## config.mk

```make
export PLATFORM = sky130hd
export DESIGN_NAME = p2sfl_class_unit
export DESIGN_NICKNAME = d
export VERILOG_FILES = /design/src/design/assert_macros.svh /design/src/design/p2sfl_pkg.sv /design/src/design/p2sfl_class_unit.sv
export SDC_FILE = /design/constraint.sdc
export NUM_CORES = 1
export LEC_CHECK = 0
export BUFFER_PORTS_ARGS = -buffer_cell sky130_fd_sc_hd__buf_2
export CORE_UTILIZATION = 35
export DETAILED_ROUTE_END_ITERATION = 8
export SYNTH_ARGS = -nofsm -noshare
export SYNTH_HDL_FRONTEND = slang
export SYNTH_SLANG_ARGS = --single-unit
```

## constraint.sdc

```tcl
create_clock -name vclk -period 3.3
set_input_delay 0.66 -clock vclk [all_inputs]
set_output_delay 0.66 -clock vclk [all_outputs]
set_load 0.05 [all_outputs]
```

## src/design/assert_macros.svh

```systemverilog
// assertion macros shared by the allocator rtl
`ifndef ASSERT_MACROS_SVH
`define ASSERT_MACROS_SVH

// property that must hold at every clock edge out of reset
`define CHK_ASSERT(label, prop, msg) \
    label: assert property (@(posedge clk) disable iff (!rst_n) (prop)) else $error(msg);

// condition that must never be seen out of reset
`define CHK_NEVER(label, cond, msg) \
    label: assert property (@(posedge clk) disable iff (!rst_n) !(cond)) else $error(msg);

`endif

```

## src/design/p2sfl_pkg.sv

```systemverilog
// types and constants of the size class free list allocator
`default_nettype none

package p2sfl_pkg;

    localparam int TRI_W  = 15;
    localparam int ADDR_W = 16;
    localparam int SCLS_W = 4;
    localparam int STAT_W = 2;
    // class values up to 33 plus the link flag position need six bits
    localparam int CLS_W  = 6;

    localparam logic FUNC_ALLOC = 1'b0;
    localparam logic FUNC_FREE  = 1'b1;

    localparam logic [STAT_W-1:0] STATUS_OK        = 2'd0;
    localparam logic [STAT_W-1:0] STATUS_NO_SPACE  = 2'd1;
    localparam logic [STAT_W-1:0] STATUS_BAD_CLASS = 2'd2;

    typedef struct packed {
        logic              func;
        logic [TRI_W-1:0]  tri_count;
        logic [ADDR_W-1:0] block_addr;
    } req_t;

    typedef struct packed {
        logic [ADDR_W-1:0] alloc_addr;
        logic [SCLS_W-1:0] size_class;
        logic [STAT_W-1:0] status;
    } rsp_t;

endpackage

`default_nettype wire

```

## src/design/p2sfl_class_unit.sv

```systemverilog
// ceiling log2 of a count, giving the size class
`default_nettype none

module p2sfl_class_unit
    import p2sfl_pkg::*;
#(
    parameter int IN_W = 15
)
(
    input  wire logic [IN_W-1:0]  value,
    output logic      [CLS_W-1:0] cls
);

    logic [IN_W-1:0] less_one;

    assign less_one = value - IN_W'(1);

    // bit length of value minus one, zero and one map to class zero
    always_comb
    begin
        cls = '0;
        if (value > IN_W'(1))
        begin
            for (int i = 0; i < IN_W; i++)
            begin
                if (less_one[i])
                begin
                    cls = CLS_W'(i + 1);
                end
            end
        end
    end

endmodule

`default_nettype wire

```

### Word level (Yosys, flattened, before mapping)

Cells that the tools add are included.

* $add $sub $neg: 1
* magnitude comparators: 1
* multiplexer cells: 16

Operators with widths (count)
* 6-bit 2-to-1 mux: 15
* 15-bit by 1-bit > comparator with 1-bit output (second input constant): 1
* 15-bit by 1-bit subtractor with 15-bit output (second input constant): 1
* 1-bit 2-to-1 mux: 1

* bits in registers: 0
* input port bits: 15
* output and inout bits: 6
* word-level logic and storage cells: 18

### Depth between registers and ports, before layout

* word-level depth: 17
* gate-level depth with buffers: 10

### Worst setup path before layout

Ideal clock, no wire load.

* path type: input -> output
* start point: in value[0]
* end point: out cls[0]
* data arrival time: 3.004 ns
* required time: 2.640 ns
* setup slack: -0.364 ns
* cell stages on the path: 10
* buffers on the path: 2
* path through: buf_2 -> inv_1 -> ha_1 -> clkbuf_1 -> nor3b_1 -> nor2_1 -> mux2i_1 -> nor2_1 -> or4_1 -> o22ai_1

* cells in the longest elaborated chain, start to end: 17

RTL lines
* start, declared: line p2sfl_class_unit.sv:10 `input wire logic [IN_W-1:0] value,`
* 15-bit by 1-bit subtractor with 15-bit output: line p2sfl_class_unit.sv:16 `assign less_one = value - IN_W'(1);`
* 1-bit 2-to-1 mux: line p2sfl_class_unit.sv:26 `if (less_one[i])`
* 6-bit 2-to-1 mux (14 in a row): line p2sfl_class_unit.sv:26
* 6-bit 2-to-1 mux (*): line p2sfl_class_unit.sv:22 `if (value > IN_W'(1))`
* end, declared: line p2sfl_class_unit.sv:11 `output logic [CLS_W-1:0] cls`

Mark *: on every way between the ends. The rest lies on a longest branch, timed or not.

### Worst setup path after layout

* start point: in value[1]
* end point: out cls[0]

* cells in the longest elaborated chain, start to end: 16

RTL lines (line)
* 15-bit by 1-bit subtractor with 15-bit output: p2sfl_class_unit.sv:16
* 6-bit 2-to-1 mux (14 in a row): p2sfl_class_unit.sv:26
* 6-bit 2-to-1 mux (*): p2sfl_class_unit.sv:22

Marks and branches as above.

==> impl_metrics.env <==
export IMPL_ys_warn_count=0
export IMPL_fin_cells=167
export IMPL_fin_total_pwr_mw=0.1063
export IMPL_busiest_layer="met2"
export IMPL_syn_area_um2=743.2
export IMPL_synth_most_common_cell="nor2_1"
export IMPL_n_antenna_cell=0
export IMPL_grt_use_total_pct=19.77
export IMPL_post_cts_resized=0
export IMPL_worst_hold_slack_ns=1.819
export IMPL_synth_commonest_cells="13 x nor2_1, 11 x inv_1, 8 x a21oi_1, 7 x nand3_1, 7 x o21ai_0"
export IMPL_rsz0062_at_grt="false"
export IMPL_nFillCells=209
export IMPL_dpl_cell_area_um2=913.4
export IMPL_crit_path_end_kind="output pin"
export IMPL_yosysSeqAreaShare_pct=0
export IMPL_dp_cells=167
export IMPL_worstPathArrival_ns=2.48
export IMPL_clkbuf_count=0
export IMPL_layout_min_cycle_time_ns=3.138
export IMPL_post_cts_buffers=0
export IMPL_dr_first_iter_drc_count=17
export IMPL_antenna_found_initial=0
export IMPL_max_freq_mhz=318.6
export IMPL_power_per_cell_area_nw_per_um2=115.4
export IMPL_vias_per_cell=5.725
export IMPL_final_cell_area_um2=920.9
export IMPL_port_buffers=19
export IMPL_met1_usage_pct=26.81
export IMPL_grt_pass1_wl_mm=3.332
export IMPL_synth_area_leaders="nor2_1 6.6%, inv_1 5.6%, a21oi_1 5.4%"
export IMPL_start_kind="input pin"
export IMPL_core_um2=1982
export IMPL_gp_congestion=0.9670
export IMPL_routed_wl_mm=2.145
export IMPL_slew_violations=0
export IMPL_dieArea_um2=2312
export IMPL_ir_worst_vdd_mv=0.04832
export IMPL_design_seq_count=0
export IMPL_regArea_um2=0
export IMPL_num_rows=16
export IMPL_cp_max_fo=8
export IMPL_syn_inst=119
export IMPL_num_vias=956
export IMPL_path_class="in2out"
export IMPL_use_met3_pct=0
export IMPL_setup_viol=0
export IMPL_dieWidth_um=48.08
export IMPL_hold_path_class="in2out"
export IMPL_finalHoldViolCount=0
export IMPL_grt_met2_usage_pct=34.59
export IMPL_gr_total_overflow=0
export IMPL_route_detailed_drc=0
export IMPL_final_net_count=160
export IMPL_antenna_left=0
export IMPL_first_global_vias=803
export IMPL_die_y_um=48.08
export IMPL_drive_gt1_share_pct=29.29
export IMPL_postCtsHoldBufs=0
export IMPL_synthToLayoutAreaGrowth_pct=23.91
export IMPL_status="finished clean"
export IMPL_power_leakage_nw=0.3529
export IMPL_start_util_pct=37.50
export IMPL_yosysTopAreaCell="nor2_1"
export IMPL_ys_types=47
export IMPL_drt_pass1_iterations=4
export IMPL_wire_per_inst_um=12.84
export IMPL_grt_max_degree=13
export IMPL_synth_top_cell_area_share_pct=6.566
export IMPL_syn_area_per_cell_um2=6.245
export IMPL_required_ns=2.64
export IMPL_io_pins=21
export IMPL_fin_crit_sh_pct=95.10
export IMPL_dp_final_hpwl_mm=1.709
export IMPL_drv_cap=0
==> cell families after synthesis <==
logic type,Yosys count,share of synthesized area (%)
adders and majority gates,3,5.051
AOI/OAI and AO/OA,43,38.56
buffers and inverters,22,13.97
xor gates and xnor gates,1,1.179
and+or+nand+nor,47,37.88
other,1,0.5046
muxes,2,2.862
==> layer usage <==
metal	routed length (um)	up-vias
met3	46	4
li1	-	489
met4	44	0
met2	1009	22
met5	0	-
met1	1044	441
==> critical path, cell delays in order <==
cell,delay [ns]
buf_2,0.10
buf_4,0.16
nor4_4,0.35
nand3_2,0.13
mux2i_1,0.16
nor2_1,0.05
or4_1,0.48
o22ai_2,0.10
buf_2,0.28
==> final cells by class <==
cell class | count | area, um^2 | share of cell area [%]
inverters | 11 | 41.29 | 4.484
multi-input cells | 98 | 658.1 | 71.47
well taps | 27 | 33.78 | 3.668
repair buffers | 31 | 187.7 | 20.38
==> worst paths after layout <==
kind	from	to	depth (start not counted)	slack (ns)
setup / recovery	value[1]	cls[0]	9	0.16
hold / removal	value[13]	cls[0]	4	1.82
==> cells in the final DEF (no fill, tap or decap), drive strengths merged, types with 2 or more instances in the layout <==
master and n:
nor4b 4, a31oi 6, o41ai 3, a21oi 8, nand4 2, ha 3, a2bb2oi 2, buf 30
nor4 3, a211oi 2, conb 2, nor3 5, nor2 14, nand2 4, o21ai 9, a221oi 2
nand3 8, o22ai 2, inv 11
==> power by group <==
| part | internal (mW) | switching [mW] |
|---|---|---|
| clock network | 0 | 0 |
| logic | 0.0396 | 0.0667 |
| registers | 0 | 0 |
| total | 0.0396 | 0.0667 |
==> per-stage QoR <==
stage	setup TNS (ns)	util, %	setup slack [ns]
final	0	46.46	0.1617
after global routing	0	46.46	0.001461
after CTS	0	46.09	0.09787
after detailed placement	0	46.09	0.1012
after global placement	0	46.09	0.1239
after floorplan	-0.2332	-	-0.09294
Note: power is estimated with default switching activity, not from simulation.
