[config.mk]
export PLATFORM = sky130hd
export DESIGN_NAME = p2sfl_head_mem
export DESIGN_NICKNAME = d
export VERILOG_FILES = /design/src/design/assert_macros.svh /design/src/design/p2sfl_pkg.sv /design/src/design/p2sfl_head_mem.sv
export SDC_FILE = /design/constraint.sdc
export NUM_CORES = 1
export LEC_CHECK = 0
export BUFFER_PORTS_ARGS = -buffer_cell sky130_fd_sc_hd__buf_2
export CAP_MARGIN = 20
export CORE_ASPECT_RATIO = 0.75
export CORE_MARGIN = 2
export CORE_UTILIZATION = 45
export DETAILED_ROUTE_END_ITERATION = 10
export GPL_TIMING_DRIVEN = 1
export PLACE_DENSITY_LB_ADDON = 0.25
export SKIP_CTS_REPAIR_TIMING = 1
export SLEW_MARGIN = 5
export SYNTH_ARGS = -nofsm -noshare
export SYNTH_HDL_FRONTEND = slang
export SYNTH_SLANG_ARGS = --single-unit
[constraint.sdc]
create_clock -name clk -period 1.5 [get_ports clk]
set_input_delay 0.075 -clock clk [delete_from_list [all_inputs] [get_ports clk]]
set_output_delay 0.075 -clock clk [all_outputs]
set_load 0.005 [all_outputs]
[src/design/assert_macros.svh]
// assertion macros shared by the allocator rtl
`ifndef ASSERT_MACROS_SVH
`define ASSERT_MACROS_SVH

// property that must hold at every clock edge out of reset
`define CHK_ASSERT(label, prop, msg) \
    label: assert property (@(posedge clk) disable iff (!rst_n) (prop)) else $error(msg);

// condition that must never be seen out of reset
`define CHK_NEVER(label, cond, msg) \
    label: assert property (@(posedge clk) disable iff (!rst_n) !(cond)) else $error(msg);

`endif

[src/design/p2sfl_pkg.sv]
// types and constants of the size class free list allocator
`default_nettype none

package p2sfl_pkg;

    localparam int TRI_W  = 15;
    localparam int ADDR_W = 16;
    localparam int SCLS_W = 4;
    localparam int STAT_W = 2;
    // class values up to 33 plus the link flag position need six bits
    localparam int CLS_W  = 6;

    localparam logic FUNC_ALLOC = 1'b0;
    localparam logic FUNC_FREE  = 1'b1;

    localparam logic [STAT_W-1:0] STATUS_OK        = 2'd0;
    localparam logic [STAT_W-1:0] STATUS_NO_SPACE  = 2'd1;
    localparam logic [STAT_W-1:0] STATUS_BAD_CLASS = 2'd2;

    typedef struct packed {
        logic              func;
        logic [TRI_W-1:0]  tri_count;
        logic [ADDR_W-1:0] block_addr;
    } req_t;

    typedef struct packed {
        logic [ADDR_W-1:0] alloc_addr;
        logic [SCLS_W-1:0] size_class;
        logic [STAT_W-1:0] status;
    } rsp_t;

endpackage

`default_nettype wire

[src/design/p2sfl_head_mem.sv]
// list head memory with per-entry written flags
`default_nettype none

module p2sfl_head_mem
    import p2sfl_pkg::*;
#(
    parameter int DEPTH  = 15,
    parameter int IDX_W  = 4,
    parameter int WORD_W = 17
)
(
    input  wire logic              clk,
    input  wire logic              rst_n,
    input  wire logic [IDX_W-1:0]  rd_idx,
    output logic      [WORD_W-1:0] rd_word,
    input  wire logic              wr_en,
    input  wire logic [IDX_W-1:0]  wr_idx,
    input  wire logic [WORD_W-1:0] wr_word
);

    logic [WORD_W-1:0] mem [DEPTH];
    logic [DEPTH-1:0]  written_reg;
    logic [WORD_W-1:0] rd_q_reg;
    logic              rd_vld_reg;

    always_ff @(posedge clk)
    begin
        if (wr_en)
        begin
            mem[wr_idx] <= wr_word;
        end
        rd_q_reg <= mem[rd_idx];
    end

    always_ff @(posedge clk or negedge rst_n)
    begin
        if (!rst_n)
        begin
            written_reg <= '0;
            rd_vld_reg  <= 1'b0;
        end
        else
        begin
            if (wr_en)
            begin
                written_reg[wr_idx] <= 1'b1;
            end
            rd_vld_reg <= written_reg[rd_idx];
        end
    end

    // an entry never written reads as an empty list
    assign rd_word = rd_vld_reg ? rd_q_reg : '0;

endmodule

`default_nettype wire

=== After elaboration in Yosys (flattened, before gate mapping) ===
Memory sizes are Yosys's and may differ from the RTL's. A register that Yosys moved wholly into a read port is not among the register bits.
Index checks and enable logic that the tools add are counted.

* Memories: 1
* Flip-flop bits (word level): 16
* Word-level logic and storage cells: 15
* Bits in writable memories: 255
* Input bits: 28

* Bitwise gates (word level): 1
* Reductions and logical operators: 1
* Magnitude comparators: 3
* Muxes and demuxes: 7

{| class="wikitable"
|+ Memory list
! name !! depth !! width !! read ports !! clocked after memory_dff !! wr ports !! line !! source
|-
| mem || 15 || 17 || 1 || 1 || 1 || p2sfl_head_mem.sv:21 || <nowiki>logic [WORD_W-1:0] mem [DEPTH];</nowiki>
|}

{| class="wikitable"
|+ Operators with widths
! kind !! count
|-
| two-way mux 17 bit || 1
|-
| OR 15 bit || 1
|-
| less-than comparator 4 x 5 -> 1 bit, second input constant || 2
|-
| binary-select mux 1 bit (select 4 bit) || 1
|-
| demux 1 bit (select 4 bit) || 1
|-
| greater-or-equal comparator 4 x 1 -> 1 bit, second input constant || 1
|-
| two-way mux 1 bit || 4
|-
| logical AND 1 bit || 1
|}

=== Logic depth before layout (Yosys ltp) ===
* Depth after elaboration: 5
* Mapped depth: 8

=== Worst setup path before layout ===
No wires, ideal clock.

* Kind: input-to-reg
* From: in wr_idx[2]
* To: mem mem[0][0], enable pin
* Setup time: 0.414 ns
* Buffers on the path: 0
* Path slack: -0.731 ns
* Cell stages on the path: 2
* Arrival time: 1.817 ns
* Data required time: 1.086 ns
* Cell sequence: or3b_2 nor3_1

{| class="wikitable"
|+ RTL lines
! element !! line !! source
|-
| start, declared || p2sfl_head_mem.sv:17 || <nowiki>input wire logic [IDX_W-1:0] wr_idx,</nowiki>
|-
| end, declared || p2sfl_head_mem.sv:21 ||
|}

Straight into the memory's write port.

=== Worst setup path in the final report ===
* From: reg rd_vld_reg
* To: out rd_word[0]

* Word-level cells in the longest chain between the ends: 1

{| class="wikitable"
|+ Ends and longest elaborated chain
! element !! line !! source
|-
| start, declared || p2sfl_head_mem.sv:24 || <nowiki>logic rd_vld_reg;</nowiki>
|-
| start signal, assigned || p2sfl_head_mem.sv:48 || <nowiki>rd_vld_reg <= written_reg[rd_idx];</nowiki>
|-
| two-way mux 17 bit || p2sfl_head_mem.sv:53 || <nowiki>assign rd_word = rd_vld_reg ? rd_q_reg : '0;</nowiki>
|-
| end, declared || p2sfl_head_mem.sv:15 || <nowiki>output logic [WORD_W-1:0] rd_word,</nowiki>
|}

Every way passes these cells.

==> impl_metrics.tcl <==
set metrics [dict create \
    antenna_found_initial 1 \
    ys_types 37 \
    ioPinCount 45 \
    ir_drop_v 0.000858 \
    synth_edf_count 255 \
    clkPwrFrac 0.394 \
    dieWidth_um 184 \
    cts_buffers 28 \
    synth_fa_ha_area_frac 0 \
    gp_congestion 0.790 \
    violations "hold timing" \
    cts_buffer_depth 3 \
    status "complete, but fails checks" \
    synthMuxAreaShare 0.125 \
    via_count 5587 \
    syn_area_per_cell_um2 19.6 \
    synthSimpleGateAreaFrac 0.0492 \
    start_util 0.458 \
    crit_family "flip-flops" \
    hold_class "input pin to flop" \
    max_freq_ghz 0.697 \
    drv_slew 0 \
    internal_power_uw 13400 \
    final_nets 704 \
    drtAntennaViolNets 0 \
    grt_pass1_wl_um 35700 \
    grt_max_degree 29 \
    worstMarginPinSlew_ns 1.03 \
    routedWlPerCell_um 23.1 \
    hold_ws_ns -0.00323 \
    drc 0 \
    cp-end-kind "output port" \
    setup_viol 0 \
    first_iter_violations 477 \
    rsz0062_at_grt "no" \
    p_leak_uw 0.00448 \
    grt_use_total 0.188 \
    dp_hpwl_um 14900 \
    crit_slowest_cell "dfrtp_1" \
    start_kind "flop" \
    drv_cap 0 \
    wirelength_um 23700 \
    root_buffer "clkbuf_16" \
    overflow 0 \
    p_sw_frac 0.208 \
    fin_crit_ns 1.43 \
    synth_compound_area_frac 0.0407 \
    power_uw 16900 \
    dieHeight_um 139 \
    required_ns 1.42 \
    p_seq_frac 0.538 \
    power.switching_uw 3510 \
    crit_chain "buf_6 > and2_1 > buf_2" \
    skew_ns 0.00566 \
    critical_path_buf_inv_count 2 \
    clk_pin_slew_ns 0.06 \
    coreArea_um2 24000 \
    dieArea_um2 25700 \
    port_buffers 44 \
    yosysWarnings 0 \
    first_pass_iters 5 \
    final_cells 1029 \
    ctsHtreeMaxLevel 1 \
    finalHoldViolations 1 \
    pre_cts_ws_ns -0.0486 \
    synth_top_family_by_area "multiplexers" \
    syn_area_um2 11000 \
    rows 49 \
    dpl.cell_count 958 \
    synthCells 560 \
    slowest_delay_ns 0.38 \
    synth_nets 588 \
    yosysSeqAreaShare 0.765 \
    timing.final.ws_setup_ns 0.0659 \
    fin_crit_sh 0.956 \
    ys_seq_elements 288 \
    relSlewSlack 0.312 \
    clock_sinks 288 \
    synthXorXnorAreaFrac 0 \
    largest_reg_flops 255 \
    cts_tree "yes" \
    syn_to_final_growth_pct 19.7 \
    drive_gt1_frac 0.284 \
    crit_type "flop to output port" \
    async_flop_share 0.0556 \
    power_density_nw_per_um2 1290 \
    vias_per_cell 5.43 \
    synthFlopType "edfxtp_1" \
    cp_max_fo 17 \
    insertion_delay_ns 0.53 \
    grt_pass1_vias 5537 \
    diodes 0 \
    worstPathArrival_ns 1.36 \
    comb_power_share 0.068 \
    post-route-util 0.548 \
]
[per-stage QoR]
step	setup TNS, ns	area, um^2
6_report	0	13100
5_1_grt	0	13100
4_1_cts	-0.000463	13000
3_5_place_dp	-0.227	12100
3_3_place_gp	-0.0643	12100
2_1_floorplan	-14.43	11000
[per-layer routing]
metal | vias up | share of wire | GRT usage | wire [um]
li1 | 2485 | - | - | -
met1 | 2915 | 0.47 | 0.290 | 11300
met2 | 164 | 0.46 | 0.287 | 10900
met3 | 23 | 0.053 | 0.0335 | 1250
met4 | 0 | 0.014 | 0.0337 | 323
met5 | - | 0 | 0 | 0
[path summary, 6_finish.rpt]
check,from,to,slack [ns],cells past startpoint
hold / removal,rd_idx[3],rd_q_reg[12],-0.003,3
setup reg to reg,mem[7][3],rd_q_reg[3],0.09,3
max in group asynchronous,rst_n,written_reg[11],1.15,2
setup / recovery,rd_vld_reg,rd_word[0],0.07,3
hold reg to reg,written_reg[4],written_reg[4],0.47,1
min in group asynchronous,rst_n,written_reg[9],0.06,2
[power by group through the flow]
stage | Combinational, uW | Sequential [uW] | Clock, uW
2_1_floorplan | 623 | 9220 | 0
3_3_place_gp | 1090 | 9250 | 0
3_5_place_dp | 1110 | 9260 | 0
4_1_cts | 1120 | 9090 | 6790
5_1_grt | 1240 | 9110 | 7090
6_report | 1150 | 9090 | 6670
[layout by cell type, fill, tap and decap left out, drive strengths merged, types with 17 or more instances in the layout]
cell type	count
edfxtp	255
buf	94
mux4	46
clkbuf	43
mux2i	28
nor2	25
dlygate4sd3	19
and2	17
dfxtp	17
[worst register-to-register path, cell delays in order, from the launching register on]
cell and delay [ns]:
edfxtp_1 0.36, mux4_2 0.48, a22oi_1 0.30, o21ai_0 0.14
[synth_stat cells, drive strengths merged, types with 10 or more instances]
| master | n | share of area |
|---|---|---|
| edfxtp | 255 | 0.70 |
| mux4 | 46 | 0.099 |
| mux2i | 28 | 0.026 |
| nor2 | 25 | 0.0085 |
| buf | 23 | 0.018 |
| and2 | 17 | 0.0097 |
| dfxtp | 17 | 0.031 |
| a22oi | 16 | 0.011 |
| dfrtp | 16 | 0.036 |
| or2 | 16 | 0.0091 |
| nand2 | 15 | 0.0051 |
| o211ai | 11 | 0.0075 |
| a21oi | 10 | 0.0046 |
[cell families (layout without fill, tap and decap cells)]
family / Yosys count / in the layout
AND/OR/NAND/NOR: 102 / 102
flip-flops: 288 / 288
AO/OA/AOI/OAI: 67 / 67
buffers and inverters: 28 / 166
multiplexers: 75 / 75
[cell type report]
cell class              instances  area (um^2)
multi-input cells             244         2440
clock inverters                 9         65.1
fillers                      1839        10800
well taps                     331          414
repair buffers                113         1020
inverters                       1         3.75
clock buffers                  43          808
flip-flops and latches        288         8400
Note: power is estimated with default switching activity, not from simulation.
